File: config.mk
export PLATFORM = sky130hd
export DESIGN_NAME = run_slice_line_rasterizer
export DESIGN_NICKNAME = d
export VERILOG_FILES = /design/src/rsl_pkg.sv /design/src/rsl_divider.sv /design/src/run_slice_line_rasterizer.sv
export SDC_FILE = /design/constraint.sdc
export NUM_CORES = 1
export LEC_CHECK = 0
export ABC_AREA = 0
export BUFFER_PORTS_ARGS = -buffer_cell sky130_fd_sc_hd__buf_2
export CORE_ASPECT_RATIO = 2
export CORE_MARGIN = 4
export CORE_UTILIZATION = 30
export DETAILED_ROUTE_END_ITERATION = 8
export SETUP_SLACK_MARGIN = 0.4
export SYNTH_ARGS = -nofsm -noshare
export SYNTH_HDL_FRONTEND = slang
export SYNTH_SLANG_ARGS = --single-unit
File: constraint.sdc
create_clock -name clk -period 14.9 [get_ports clk]
set_input_delay 2.98 -clock clk [delete_from_list [all_inputs] [get_ports clk]]
set_output_delay 2.98 -clock clk [all_outputs]
set_load 0.01 [all_outputs]
File: src/rsl_pkg.sv
`timescale 1ns / 1ps
// ----------------------------------------------------------------------------
// Run-slice line rasterizer package
// Shared constants, request types and state encodings for the line engine.
// ----------------------------------------------------------------------------
package rsl_pkg;

    // Fraction bits of the step ratio and the overstep accumulator.
    localparam int FRAC_BITS = 16;

    // Field widths.
    localparam int COORD_IN_W = 16;
    localparam int DIM_W      = 12;
    localparam int POS_W      = 13;
    localparam int SPAN_W     = 15;
    localparam int ADDR_W     = 22;
    localparam int COLOR_W    = 32;
    localparam int CFG_IDX_W  = 2;
    localparam int CFG_DATA_W = 32;

    // Frame size limits; larger register values saturate to these.
    localparam logic [DIM_W:0] MAX_WIDTH  = 13'd2048;
    localparam logic [DIM_W:0] MAX_HEIGHT = 13'd2048;

    // Register reset values.
    localparam logic [DIM_W-1:0]   FRAME_WIDTH_RST  = 12'd640;
    localparam logic [DIM_W-1:0]   FRAME_HEIGHT_RST = 12'd480;
    localparam logic [COLOR_W-1:0] DRAW_COLOR_RST   = 32'h00FF_FFFF;

    // Register indexes.
    localparam logic [CFG_IDX_W-1:0] CFG_FRAME_WIDTH  = 2'd0;
    localparam logic [CFG_IDX_W-1:0] CFG_FRAME_HEIGHT = 2'd1;
    localparam logic [CFG_IDX_W-1:0] CFG_DRAW_COLOR   = 2'd2;

    // Command actions.
    localparam logic ACTION_LOAD = 1'b0;
    localparam logic ACTION_TICK = 1'b1;

    // Command request: one load or one drawing tick.
    typedef struct packed {
        logic                         action;
        logic signed [COORD_IN_W-1:0] start_x;
        logic signed [COORD_IN_W-1:0] start_y;
        logic signed [COORD_IN_W-1:0] end_x;
        logic signed [COORD_IN_W-1:0] end_y;
    } cmd_req_t;

    // Pixel request: one framebuffer write.
    typedef struct packed {
        logic [ADDR_W-1:0]  pixel_address;
        logic [COLOR_W-1:0] pixel_value;
        logic               last_pixel;
    } pix_req_t;

    // Main sequencer states.
    typedef enum logic [3:0] {
        ST_IDLE,
        ST_CLAMP,
        ST_AXIS,
        ST_DIV_START,
        ST_DIV_WAIT,
        ST_ROUND,
        ST_ADDR,
        ST_ACC,
        ST_LEN,
        ST_CHECK,
        ST_EMIT
    } ctrl_state_t;

    // Divider states.
    typedef enum logic {
        DIV_IDLE,
        DIV_RUN
    } div_state_t;

endpackage

File: src/rsl_divider.sv
`timescale 1ns / 1ps
// ----------------------------------------------------------------------------
// Iterative restoring divider
// Produces one quotient bit per cycle with a single shared subtractor.
// ----------------------------------------------------------------------------
module rsl_divider #(
    parameter int NUM_W = 29,
    parameter int DEN_W = 13
) (
    input  logic             clk,
    input  logic             rst_n,
    input  logic             start,
    input  logic [NUM_W-1:0] numerator,
    input  logic [DEN_W-1:0] denominator,
    output logic             done,
    output logic [NUM_W-1:0] quotient
);

    localparam int CNT_W = $clog2(NUM_W + 1);

    rsl_pkg::div_state_t state_reg, state_next;
    logic [CNT_W-1:0]    count_reg, count_next;
    logic                done_reg, done_next;
    logic [DEN_W-1:0]    rem_reg, rem_next;
    logic [NUM_W-1:0]    quo_reg, quo_next;
    logic [DEN_W-1:0]    den_reg, den_next;
    logic [DEN_W:0]      trial;

    // Shift in the next numerator bit and try to subtract the divisor.
    assign trial = {rem_reg, quo_reg[NUM_W-1]} - {1'b0, den_reg};

    // Sequencer and datapath next values.
    always_comb
    begin
        state_next = state_reg;
        count_next = count_reg;
        done_next  = 1'b0;
        rem_next   = rem_reg;
        quo_next   = quo_reg;
        den_next   = den_reg;
        unique case (state_reg)
            rsl_pkg::DIV_IDLE:
            begin
                if (start)
                begin
                    rem_next   = '0;
                    quo_next   = numerator;
                    den_next   = denominator;
                    count_next = CNT_W'(NUM_W);
                    state_next = rsl_pkg::DIV_RUN;
                end
            end
            rsl_pkg::DIV_RUN:
            begin
                if (!trial[DEN_W])
                begin
                    rem_next = trial[DEN_W-1:0];
                    quo_next = {quo_reg[NUM_W-2:0], 1'b1};
                end
                else
                begin
                    rem_next = {rem_reg[DEN_W-2:0], quo_reg[NUM_W-1]};
                    quo_next = {quo_reg[NUM_W-2:0], 1'b0};
                end
                count_next = count_reg - 1'b1;
                if (count_reg == CNT_W'(1))
                begin
                    done_next  = 1'b1;
                    state_next = rsl_pkg::DIV_IDLE;
                end
            end
            default:
            begin
                state_next = rsl_pkg::DIV_IDLE;
            end
        endcase
    end

    // Control registers.
    always_ff @(posedge clk or negedge rst_n)
    begin
        if (!rst_n)
        begin
            state_reg <= rsl_pkg::DIV_IDLE;
            count_reg <= '0;
            done_reg  <= 1'b0;
        end
        else
        begin
            state_reg <= state_next;
            count_reg <= count_next;
            done_reg  <= done_next;
        end
    end

    // Datapath registers.
    always_ff @(posedge clk)
    begin
        rem_reg <= rem_next;
        quo_reg <= quo_next;
        den_reg <= den_next;
    end

    assign done     = done_reg;
    assign quotient = quo_reg;

endmodule

File: src/run_slice_line_rasterizer.sv
`timescale 1ns / 1ps
// ----------------------------------------------------------------------------
// Run-slice line rasterizer
// Clamps a line to the frame and walks it run by run, one pixel per tick.
// ----------------------------------------------------------------------------
// Usage:
// Register writes (cfg_write, cfg_index, cfg_data) set frame width, frame
// height and draw color; write them only while the engine is idle; the
// block itself does not enforce this. The command channel (cmd_valid,
// cmd_stall, cmd_req) carries either a load request with two endpoints or a
// tick request. A load runs the step ratio through an iterative divider that
// retires one quotient bit per cycle; cmd_stall stays high until the load ends.
// A tick while a line is active yields one pixel request on the pixel
// channel (pix_valid, pix_stall, pix_req): the address is registered, and
// when a run ends the overstep, next run length and early stop are worked
// out before the request is written. A tick while idle yields nothing.
// The pixel request sits in an output register. A new command is taken while
// it waits; a stalled receiver only holds the engine once the next pixel is
// ready and the register is still full.
// Reset ends any active line, empties the output register and restores the
// register defaults (640 x 480, white).
// ----------------------------------------------------------------------------
module run_slice_line_rasterizer #(
    parameter int FRAC_BITS = rsl_pkg::FRAC_BITS
) (
    input  logic                             clk,
    input  logic                             rst_n,
    input  logic                             cfg_write,
    input  logic [rsl_pkg::CFG_IDX_W-1:0]    cfg_index,
    input  logic [rsl_pkg::CFG_DATA_W-1:0]   cfg_data,
    input  logic                             cmd_valid,
    output logic                             cmd_stall,
    input  rsl_pkg::cmd_req_t                cmd_req,
    output logic                             pix_valid,
    input  logic                             pix_stall,
    output rsl_pkg::pix_req_t                pix_req
);

    localparam int DIM_W   = rsl_pkg::DIM_W;
    localparam int POS_W   = rsl_pkg::POS_W;
    localparam int SPAN_W  = rsl_pkg::SPAN_W;
    localparam int ADDR_W  = rsl_pkg::ADDR_W;
    localparam int COLOR_W = rsl_pkg::COLOR_W;
    localparam int IN_W    = rsl_pkg::COORD_IN_W;
    localparam int EXT_W   = IN_W + 1;
    localparam int SR_W    = DIM_W + FRAC_BITS;
    localparam int ACC_W   = FRAC_BITS + 2;
    localparam int NUM_W   = SR_W + 1;
    localparam int DEN_W   = DIM_W + 1;
    localparam int V_W     = SR_W + 1;
    localparam logic [SR_W-1:0] HALF = {{(SR_W-1){1'b0}}, 1'b1} << (FRAC_BITS - 1);

    // Clamp one coordinate to [0, size-1], upper edge first.
    function automatic logic [DIM_W-1:0] clamp_axis(
        input logic signed [IN_W-1:0] v,
        input logic [DIM_W-1:0]       size
    );
        logic signed [EXT_W-1:0] v_ext;
        logic signed [EXT_W-1:0] sz;
        logic signed [EXT_W-1:0] t;
        v_ext = {v[IN_W-1], v};
        sz    = $signed({{(EXT_W-DIM_W){1'b0}}, size});
        t     = (v_ext >= sz) ? sz - EXT_W'(1) : v_ext;
        return (t < 0) ? '0 : t[DIM_W-1:0];
    endfunction

    // True when a coordinate is at or past the upper frame edge.
    function automatic logic at_or_past(
        input logic signed [IN_W-1:0] v,
        input logic [DIM_W-1:0]       size
    );
        return $signed({v[IN_W-1], v}) >= $signed({{(EXT_W-DIM_W){1'b0}}, size});
    endfunction

    // Configuration registers.
    logic [DIM_W-1:0]   frame_width_reg;
    logic [DIM_W-1:0]   frame_height_reg;
    logic [COLOR_W-1:0] draw_color_reg;
    logic [DIM_W-1:0]   eff_width;
    logic [DIM_W-1:0]   eff_height;

    // Control state.
    rsl_pkg::ctrl_state_t state_reg, state_next;
    logic                 busy_reg, busy_next;
    logic                 pix_valid_reg, pix_valid_next;

    // Endpoint capture and clamped coordinates.
    logic signed [IN_W-1:0] x1_reg, x1_next, y1_reg, y1_next;
    logic signed [IN_W-1:0] x2_reg, x2_next, y2_reg, y2_next;
    logic [DIM_W-1:0]       cx1_reg, cx1_next, cy1_reg, cy1_next;
    logic [DIM_W-1:0]       cx2_reg, cx2_next, cy2_reg, cy2_next;

    // Line state.
    logic                    axes_swapped_reg, axes_swapped_next;
    logic signed [POS_W-1:0] major_pos_reg, major_pos_next;
    logic [DIM_W-1:0]        major_end_reg, major_end_next;
    logic                    major_dir_neg_reg, major_dir_neg_next;
    logic                    minor_dir_neg_reg, minor_dir_neg_next;
    logic signed [POS_W-1:0] run_start_reg, run_start_next;
    logic signed [POS_W-1:0] run_pos_reg, run_pos_next;
    logic [DIM_W-1:0]        run_length_reg, run_length_next;
    logic [SR_W-1:0]         step_ratio_reg, step_ratio_next;
    logic signed [ACC_W-1:0] overstep_acc_reg, overstep_acc_next;

    // Working registers for the load and the tick.
    logic [DIM_W-1:0]         major_len_reg, major_len_next;
    logic [DIM_W-1:0]         minor_len_reg, minor_len_next;
    logic [ADDR_W-1:0]        addr_reg, addr_next;
    logic                     last_reg, last_next;
    logic signed [SPAN_W-1:0] next_start_reg, next_start_next;
    logic [DIM_W-1:0]         next_len_reg, next_len_next;
    rsl_pkg::pix_req_t        pix_req_reg, pix_req_next;

    // Combinational intermediates.
    logic                     cmd_accept;
    logic                     drop_line;
    logic                     xneg, yneg;
    logic [DIM_W-1:0]         wdt, hgt;
    logic [SR_W:0]            round_sum;
    logic signed [POS_W-1:0]  row, col;
    logic [ADDR_W-1:0]        row_ext, col_ext, width_ext, addr_prod;
    logic                     at_end;
    logic signed [POS_W-1:0]  major_step;
    logic signed [SPAN_W-1:0] run_start_ext, run_length_ext, next_start;
    logic                     run_done;
    logic [SR_W-1:0]          acc_delta;
    logic signed [V_W-1:0]    len_value;
    logic signed [SPAN_W-1:0] run_end;
    logic [DIM_W-1:0]         screen;

    // Divider interface.
    logic             div_start;
    logic [NUM_W-1:0] div_num;
    logic [DEN_W-1:0] div_den;
    logic             div_done;
    logic [NUM_W-1:0] div_quo;

    rsl_divider #(
        .NUM_W (NUM_W),
        .DEN_W (DEN_W)
    ) u_rsl_divider (
        .clk         (clk),
        .rst_n       (rst_n),
        .start       (div_start),
        .numerator   (div_num),
        .denominator (div_den),
        .done        (div_done),
        .quotient    (div_quo)
    );

    // Frame sizes saturate to the supported maximum.
    assign eff_width  = ({1'b0, frame_width_reg} > rsl_pkg::MAX_WIDTH) ?
                        rsl_pkg::MAX_WIDTH[DIM_W-1:0] : frame_width_reg;
    assign eff_height = ({1'b0, frame_height_reg} > rsl_pkg::MAX_HEIGHT) ?
                        rsl_pkg::MAX_HEIGHT[DIM_W-1:0] : frame_height_reg;

    assign cmd_stall  = (state_reg != rsl_pkg::ST_IDLE);
    assign cmd_accept = cmd_valid && !cmd_stall;

    // Drop tests on the raw endpoints.
    assign drop_line = (at_or_past(x1_reg, eff_width) && at_or_past(x2_reg, eff_width)) ||
                       (at_or_past(y1_reg, eff_height) && at_or_past(y2_reg, eff_height)) ||
                       (y1_reg < 0 && y2_reg < 0);

    // Extents of the clamped line.
    assign xneg = cx1_reg > cx2_reg;
    assign yneg = cy1_reg > cy2_reg;
    assign wdt  = (xneg ? cx1_reg - cx2_reg : cx2_reg - cx1_reg) + DIM_W'(1);
    assign hgt  = (yneg ? cy1_reg - cy2_reg : cy2_reg - cy1_reg) + DIM_W'(1);

    // Divider operands: (major << (FRAC_BITS+1) + minor) / (2 * minor).
    assign div_num = {major_len_reg, {(FRAC_BITS+1){1'b0}}} + NUM_W'(minor_len_reg);
    assign div_den = {minor_len_reg, 1'b0};

    // First run length rounds the step ratio half up.
    assign round_sum = {1'b0, step_ratio_reg} + {1'b0, HALF};

    // Pixel address from the current position.
    assign row       = axes_swapped_reg ? major_pos_reg : run_pos_reg;
    assign col       = axes_swapped_reg ? run_pos_reg : major_pos_reg;
    assign row_ext   = {{(ADDR_W-POS_W){row[POS_W-1]}}, row};
    assign col_ext   = {{(ADDR_W-POS_W){col[POS_W-1]}}, col};
    assign width_ext = {{(ADDR_W-DIM_W){1'b0}}, eff_width};
    assign addr_prod = row_ext * width_ext;

    // Major step and run boundary test.
    assign at_end         = (major_pos_reg == $signed({1'b0, major_end_reg}));
    assign major_step     = major_dir_neg_reg ? major_pos_reg - POS_W'(1) :
                                                major_pos_reg + POS_W'(1);
    assign run_start_ext  = {{(SPAN_W-POS_W){run_start_reg[POS_W-1]}}, run_start_reg};
    assign run_length_ext = $signed({{(SPAN_W-DIM_W){1'b0}}, run_length_reg});
    assign next_start     = major_dir_neg_reg ? run_start_ext - run_length_ext :
                                                run_start_ext + run_length_ext;
    assign run_done       = ({{(SPAN_W-POS_W){major_step[POS_W-1]}}, major_step} == next_start);

    // Overstep update: only the low bits matter, the result stays within half a pixel.
    assign acc_delta = {run_length_reg, {FRAC_BITS{1'b0}}} - step_ratio_reg;

    // Next run length rounds (step_ratio - overstep) half up.
    assign len_value = $signed({1'b0, step_ratio_reg})
                     - {{(V_W-ACC_W){overstep_acc_reg[ACC_W-1]}}, overstep_acc_reg}
                     + $signed({1'b0, HALF});

    // Early stop compares the next run end with the major frame size.
    assign screen  = axes_swapped_reg ? eff_height : eff_width;
    assign run_end = next_start_reg + $signed({{(SPAN_W-DIM_W){1'b0}}, next_len_reg});

    // Sequencer and datapath next values.
    always_comb
    begin
        state_next         = state_reg;
        busy_next          = busy_reg;
        pix_valid_next     = pix_valid_reg;
        x1_next            = x1_reg;
        y1_next            = y1_reg;
        x2_next            = x2_reg;
        y2_next            = y2_reg;
        cx1_next           = cx1_reg;
        cy1_next           = cy1_reg;
        cx2_next           = cx2_reg;
        cy2_next           = cy2_reg;
        axes_swapped_next  = axes_swapped_reg;
        major_pos_next     = major_pos_reg;
        major_end_next     = major_end_reg;
        major_dir_neg_next = major_dir_neg_reg;
        minor_dir_neg_next = minor_dir_neg_reg;
        run_start_next     = run_start_reg;
        run_pos_next       = run_pos_reg;
        run_length_next    = run_length_reg;
        step_ratio_next    = step_ratio_reg;
        overstep_acc_next  = overstep_acc_reg;
        major_len_next     = major_len_reg;
        minor_len_next     = minor_len_reg;
        addr_next          = addr_reg;
        last_next          = last_reg;
        next_start_next    = next_start_reg;
        next_len_next      = next_len_reg;
        pix_req_next       = pix_req_reg;
        div_start          = 1'b0;

        // The receiver takes the waiting pixel request.
        if (pix_valid_reg && !pix_stall)
        begin
            pix_valid_next = 1'b0;
        end

        unique case (state_reg)
            rsl_pkg::ST_IDLE:
            begin
                if (cmd_accept)
                begin
                    if (cmd_req.action == rsl_pkg::ACTION_LOAD)
                    begin
                        x1_next    = cmd_req.start_x;
                        y1_next    = cmd_req.start_y;
                        x2_next    = cmd_req.end_x;
                        y2_next    = cmd_req.end_y;
                        busy_next  = 1'b0;
                        state_next = rsl_pkg::ST_CLAMP;
                    end
                    else if (busy_reg)
                    begin
                        state_next = rsl_pkg::ST_ADDR;
                    end
                end
            end
            rsl_pkg::ST_CLAMP:
            begin
                cx1_next = clamp_axis(x1_reg, eff_width);
                cx2_next = clamp_axis(x2_reg, eff_width);
                cy1_next = clamp_axis(y1_reg, eff_height);
                cy2_next = clamp_axis(y2_reg, eff_height);
                state_next = drop_line ? rsl_pkg::ST_IDLE : rsl_pkg::ST_AXIS;
            end
            rsl_pkg::ST_AXIS:
            begin
                axes_swapped_next = (wdt < hgt);
                if (wdt < hgt)
                begin
                    major_len_next     = hgt;
                    minor_len_next     = wdt;
                    major_pos_next     = $signed({1'b0, cy1_reg});
                    major_end_next     = cy2_reg;
                    run_pos_next       = $signed({1'b0, cx1_reg});
                    major_dir_neg_next = yneg;
                    minor_dir_neg_next = xneg;
                end
                else
                begin
                    major_len_next     = wdt;
                    minor_len_next     = hgt;
                    major_pos_next     = $signed({1'b0, cx1_reg});
                    major_end_next     = cx2_reg;
                    run_pos_next       = $signed({1'b0, cy1_reg});
                    major_dir_neg_next = xneg;
                    minor_dir_neg_next = yneg;
                end
                state_next = rsl_pkg::ST_DIV_START;
            end
            rsl_pkg::ST_DIV_START:
            begin
                div_start  = 1'b1;
                state_next = rsl_pkg::ST_DIV_WAIT;
            end
            rsl_pkg::ST_DIV_WAIT:
            begin
                if (div_done)
                begin
                    step_ratio_next = div_quo[SR_W-1:0];
                    state_next      = rsl_pkg::ST_ROUND;
                end
            end
            rsl_pkg::ST_ROUND:
            begin
                run_length_next   = round_sum[SR_W-1:FRAC_BITS];
                overstep_acc_next = '0;
                run_start_next    = major_pos_reg;
                busy_next         = 1'b1;
                state_next        = rsl_pkg::ST_IDLE;
            end
            rsl_pkg::ST_ADDR:
            begin
                addr_next = addr_prod + col_ext;
                last_next = at_end;
                if (at_end)
                begin
                    state_next = rsl_pkg::ST_EMIT;
                end
                else
                begin
                    major_pos_next  = major_step;
                    next_start_next = next_start;
                    state_next      = run_done ? rsl_pkg::ST_ACC : rsl_pkg::ST_EMIT;
                end
            end
            rsl_pkg::ST_ACC:
            begin
                overstep_acc_next = overstep_acc_reg + $signed(acc_delta[ACC_W-1:0]);
                state_next        = rsl_pkg::ST_LEN;
            end
            rsl_pkg::ST_LEN:
            begin
                next_len_next = (len_value < 0) ? '0 : len_value[SR_W-1:FRAC_BITS];
                state_next    = rsl_pkg::ST_CHECK;
            end
            rsl_pkg::ST_CHECK:
            begin
                if (run_end > $signed({{(SPAN_W-DIM_W){1'b0}}, screen}))
                begin
                    last_next = 1'b1;
                end
                else
                begin
                    run_start_next  = next_start_reg[POS_W-1:0];
                    run_length_next = next_len_reg;
                    run_pos_next    = minor_dir_neg_reg ? run_pos_reg - POS_W'(1) :
                                                          run_pos_reg + POS_W'(1);
                end
                state_next = rsl_pkg::ST_EMIT;
            end
            rsl_pkg::ST_EMIT:
            begin
                // Wait for room in the output register.
                if (!pix_valid_reg || !pix_stall)
                begin
                    pix_req_next.pixel_address = addr_reg;
                    pix_req_next.pixel_value   = draw_color_reg;
                    pix_req_next.last_pixel    = last_reg;
                    pix_valid_next             = 1'b1;
                    if (last_reg)
                    begin
                        busy_next = 1'b0;
                    end
                    state_next = rsl_pkg::ST_IDLE;
                end
            end
            default:
            begin
                state_next = rsl_pkg::ST_IDLE;
            end
        endcase
    end

    // Control registers and configuration.
    always_ff @(posedge clk or negedge rst_n)
    begin
        if (!rst_n)
        begin
            state_reg        <= rsl_pkg::ST_IDLE;
            busy_reg         <= 1'b0;
            pix_valid_reg    <= 1'b0;
            frame_width_reg  <= rsl_pkg::FRAME_WIDTH_RST;
            frame_height_reg <= rsl_pkg::FRAME_HEIGHT_RST;
            draw_color_reg   <= rsl_pkg::DRAW_COLOR_RST;
        end
        else
        begin
            state_reg     <= state_next;
            busy_reg      <= busy_next;
            pix_valid_reg <= pix_valid_next;
            if (cfg_write)
            begin
                unique case (cfg_index)
                    rsl_pkg::CFG_FRAME_WIDTH:  frame_width_reg  <= cfg_data[DIM_W-1:0];
                    rsl_pkg::CFG_FRAME_HEIGHT: frame_height_reg <= cfg_data[DIM_W-1:0];
                    rsl_pkg::CFG_DRAW_COLOR:   draw_color_reg   <= cfg_data[COLOR_W-1:0];
                    default:
                    begin
                        // Unused index: write ignored.
                    end
                endcase
            end
        end
    end

    // Datapath registers.
    always_ff @(posedge clk)
    begin
        x1_reg            <= x1_next;
        y1_reg            <= y1_next;
        x2_reg            <= x2_next;
        y2_reg            <= y2_next;
        cx1_reg           <= cx1_next;
        cy1_reg           <= cy1_next;
        cx2_reg           <= cx2_next;
        cy2_reg           <= cy2_next;
        axes_swapped_reg  <= axes_swapped_next;
        major_pos_reg     <= major_pos_next;
        major_end_reg     <= major_end_next;
        major_dir_neg_reg <= major_dir_neg_next;
        minor_dir_neg_reg <= minor_dir_neg_next;
        run_start_reg     <= run_start_next;
        run_pos_reg       <= run_pos_next;
        run_length_reg    <= run_length_next;
        step_ratio_reg    <= step_ratio_next;
        overstep_acc_reg  <= overstep_acc_next;
        major_len_reg     <= major_len_next;
        minor_len_reg     <= minor_len_next;
        addr_reg          <= addr_next;
        last_reg          <= last_next;
        next_start_reg    <= next_start_next;
        next_len_reg      <= next_len_next;
        pix_req_reg       <= pix_req_next;
    end

    assign pix_valid = pix_valid_reg;
    assign pix_req   = pix_req_reg;

endmodule

==> summary.txt <==
Outcome
  – Status: completed

Timing
  – Setup TNS: 0 ns
  – Achievable Freq: 0.115 GHz
  – RSZ-0062 raised after global routing: false
  – Slew margin rel.: 18.6%
  – Final hold vios: 0
  – Period minus WS final: 8.72 ns
  – Worst-Margin Slew: 1.21 ns
  – Period utilization: 58.5%
  – Endpoints failing setup: 0
  – Clock Skew: 0.0272 ns
  – Max Slew Vio Count: 0

Route
  – Drt initial violations: 1557
  – Drt total wl: 103000 um
  – Drt pass-1 iters: 6
  – DR vias/cell: 4.96
  – Vias: 24664
  – Post-route ant nets: 0
  – Drt drc: 0
  – Post-DR wirelength/cell: 20.6 um

CTS
  – Clk Latency, worst-skew pair: 0.62 ns
  – Post-CTS resize count: 0
  – Clock Sink Count: 475
  – Clk buf depth: 3
  – Clock H-tree levels: 2
  – Hold bufs inserted after CTS: 0
  – TritonCTS clock tree: done
  – Cts bufs inserted: 44
  – Clock transition at the registers of the reported paths: 0.07 ns
  – Root Driver: clkbuf_16
  – Post-CTS Setup Bufs: 0

Floorplan
  – IO Pins: 161
  – Row Count: 175
  – Die W: 248 um
  – Core ar.: 0.114 sq mm
  – Initial Utilization: 30.3%
  – Total die area: 0.121 sq mm
  – Die extent in y: 487 um

Global route
  – Largest net degree at the start of global routing: 65
  – Initial antenna violation count: 3
  – Global routing usage on met1: 15.5%
  – Gr usage total: 16.9%
  – Layer with the highest usage: met2
  – Vias in the first global route: 26045
  – Grt ovf: 0
  – Met2 Track Usage GR: 32.6%
  – Grt met3 use: 1.88%
  – Global-route wire length before repair: 154000 um

Synth
  – Unique cell type count in the Yosys netlist: 81
  – Mean area per synthesized cell: 10.5 sq um
  – FF+latch count, synth: 475
  – Syn_nets: 3864
  – Post-Syn Area: 0.0345 sq mm
  – Main synth FF type: edfxtp_1
  – Ys async rst share: 14.5%
  – Post-Syn Instances: 3277
  – Sequential share of the synthesized area: 40.5%
  – Post-synth EDFFs: 406
  – Yosys Warn Count: 0

Worst hold path
  – Worst Hold Launch: addr_reg[1]
  – HP Class: reg2reg

Critical path
  – Crit path cell chain: clkinv_1 -> nand2_1 -> nor2_1 -> fa_1 -> inv_1 -> fa_1 -> inv_1 -> fa_1 -> inv_1 -> fa_1 -> inv_1 -> fa_1 -> inv_1 -> fa_1 -> inv_1 -> ha_1 -> o41ai_1 -> o21ai_0 -> o31ai_1 -> buf_4 -> o21ai_1 -> a41o_1 -> o41ai_1 -> xnor2_1
  – CP Class: reg2reg
  – Critical Path AT: 9.09 ns
  – Crit-path leading delay family: adder cells
  – Required time worst endpoint: 15.27 ns
  – Worst setup EP type: flip-flop
  – CP max stage delay: 0.97 ns
  – Crit path buf inv count: 8
  – Crit Path Max Fanout: 19
  – CP max-delay cell: nand2_1
  – R2R Path Start: frame_width_reg[11]
  – Critical Path Start: frame_width_reg[11]
  – Startpoint Class: flip-flop

Finish
  – Fillers: 11565
  – Leading cell type in the layout, fill and taps excluded: edfxtp_1
  – Footprint of the multi-input gates: 0.0188 sq mm
  – Share of cells above drive strength 1: 13.1%
  – Fin nets: 4021
  – Syn-to-layout area delta: 12.1%
  – Register area: 0.0140 sq mm
  – Max reg flops: 55
  – Commonest cells after routing, fill and taps aside: 406 x edfxtp_1, 361 x inv_1, 328 x ha_1, 322 x nor2_1, 294 x nand2_1

Placed design
  – Port-buffer cells: 160
  – Post-DP HPWL: 81800 um
  – Routability cong.: 0.981

Job
  – Max-cap viol count: 0
[cell type report]
cell class,instances,area share (%)
multi-input cells,2339,48.6
flip-flops and latches,475,36.1
well taps,1504,4.87
inverters,369,3.58
clock buffers,52,3.09
repair buffers,205,2.95
clock inverters,28,0.771
diodes,3,0.0194
[synth_stat cells (18+ instances only)]
| cell type | n | area (sq um) |
|---|---|---|
| nor2_1 | 323 | 1210 |
| o21a_1 | 27 | 203 |
| xor2_1 | 56 | 490 |
| clkbuf_1 | 71 | 267 |
| a21oi_1 | 130 | 651 |
| ha_1 | 328 | 4100 |
| edfxtp_1 | 406 | 12200 |
| dfrtp_1 | 39 | 976 |
| mux2_2 | 98 | 1100 |
| and2_1 | 18 | 113 |
| dfstp_2 | 30 | 788 |
| nand2_1 | 295 | 1110 |
| nand2b_1 | 23 | 144 |
| a211oi_1 | 18 | 135 |
| a31oi_1 | 44 | 275 |
| nand4_1 | 27 | 169 |
| inv_1 | 362 | 1360 |
| nand3_1 | 55 | 275 |
| xnor2_1 | 137 | 1200 |
| mux2i_1 | 98 | 981 |
| o21ai_0 | 121 | 606 |
| nor3_1 | 59 | 295 |
| fa_1 | 155 | 3100 |
| nor2b_1 | 42 | 263 |
| a21o_1 | 49 | 368 |
| and3_1 | 18 | 113 |
[layer usage]
metal	wire (um)	part of all wire, %
met1	33000	32
met2	56200	55
met3	3170	3.1
met4	10300	10
met5	0	0
[stage by stage]
stage | utilization (%) | setup slack, ns | hold slack (ns) | std cells | instance area (sq um)
final | 33.9 | 6.18 | 0.425 | 4975 | 38600
after floorplan | - | 6.69 | 0.400 | 3277 | 34500
after global routing | 33.9 | 5.81 | 0.438 | 4973 | 38600
after CTS | 33.9 | 6.21 | 0.430 | 4972 | 38600
after global placement | 32.6 | 6.37 | 0.402 | 4892 | 37100
after detailed placement | 32.6 | 6.22 | 0.408 | 4892 | 37100
[logic make-up (layout without fill, tap and decap cells)]
family          count (synthesis)  in the layout  share of synthesized area, %
flops                         475            475                          40.5
xor+xnor                      195            195                          5.00
mux                           196            196                          6.05
other cells                     0              3                             0
compound gates                521            521                          9.83
fa+ha+maj                     483            483                          20.9
buf+inv                       463            654                          5.14
simple gates                  944            944                          12.6
[final timing paths]
kind	endpoint	slack (ns)	cells past startpoint
min in group asynchronous	pix_valid	2.24	1
max reg2reg	addr_reg[21]	6.18	24
max	addr_reg[21]	6.18	24
max in group asynchronous	draw_color_reg[31]	11.59	2
min	pix_req[34]	0.42	0
min reg2reg	pix_req[34]	0.42	0
Power is left out: the tool's default activity adds up to more than one toggle a clock period on the data nets, which glitch-free logic cannot reach.
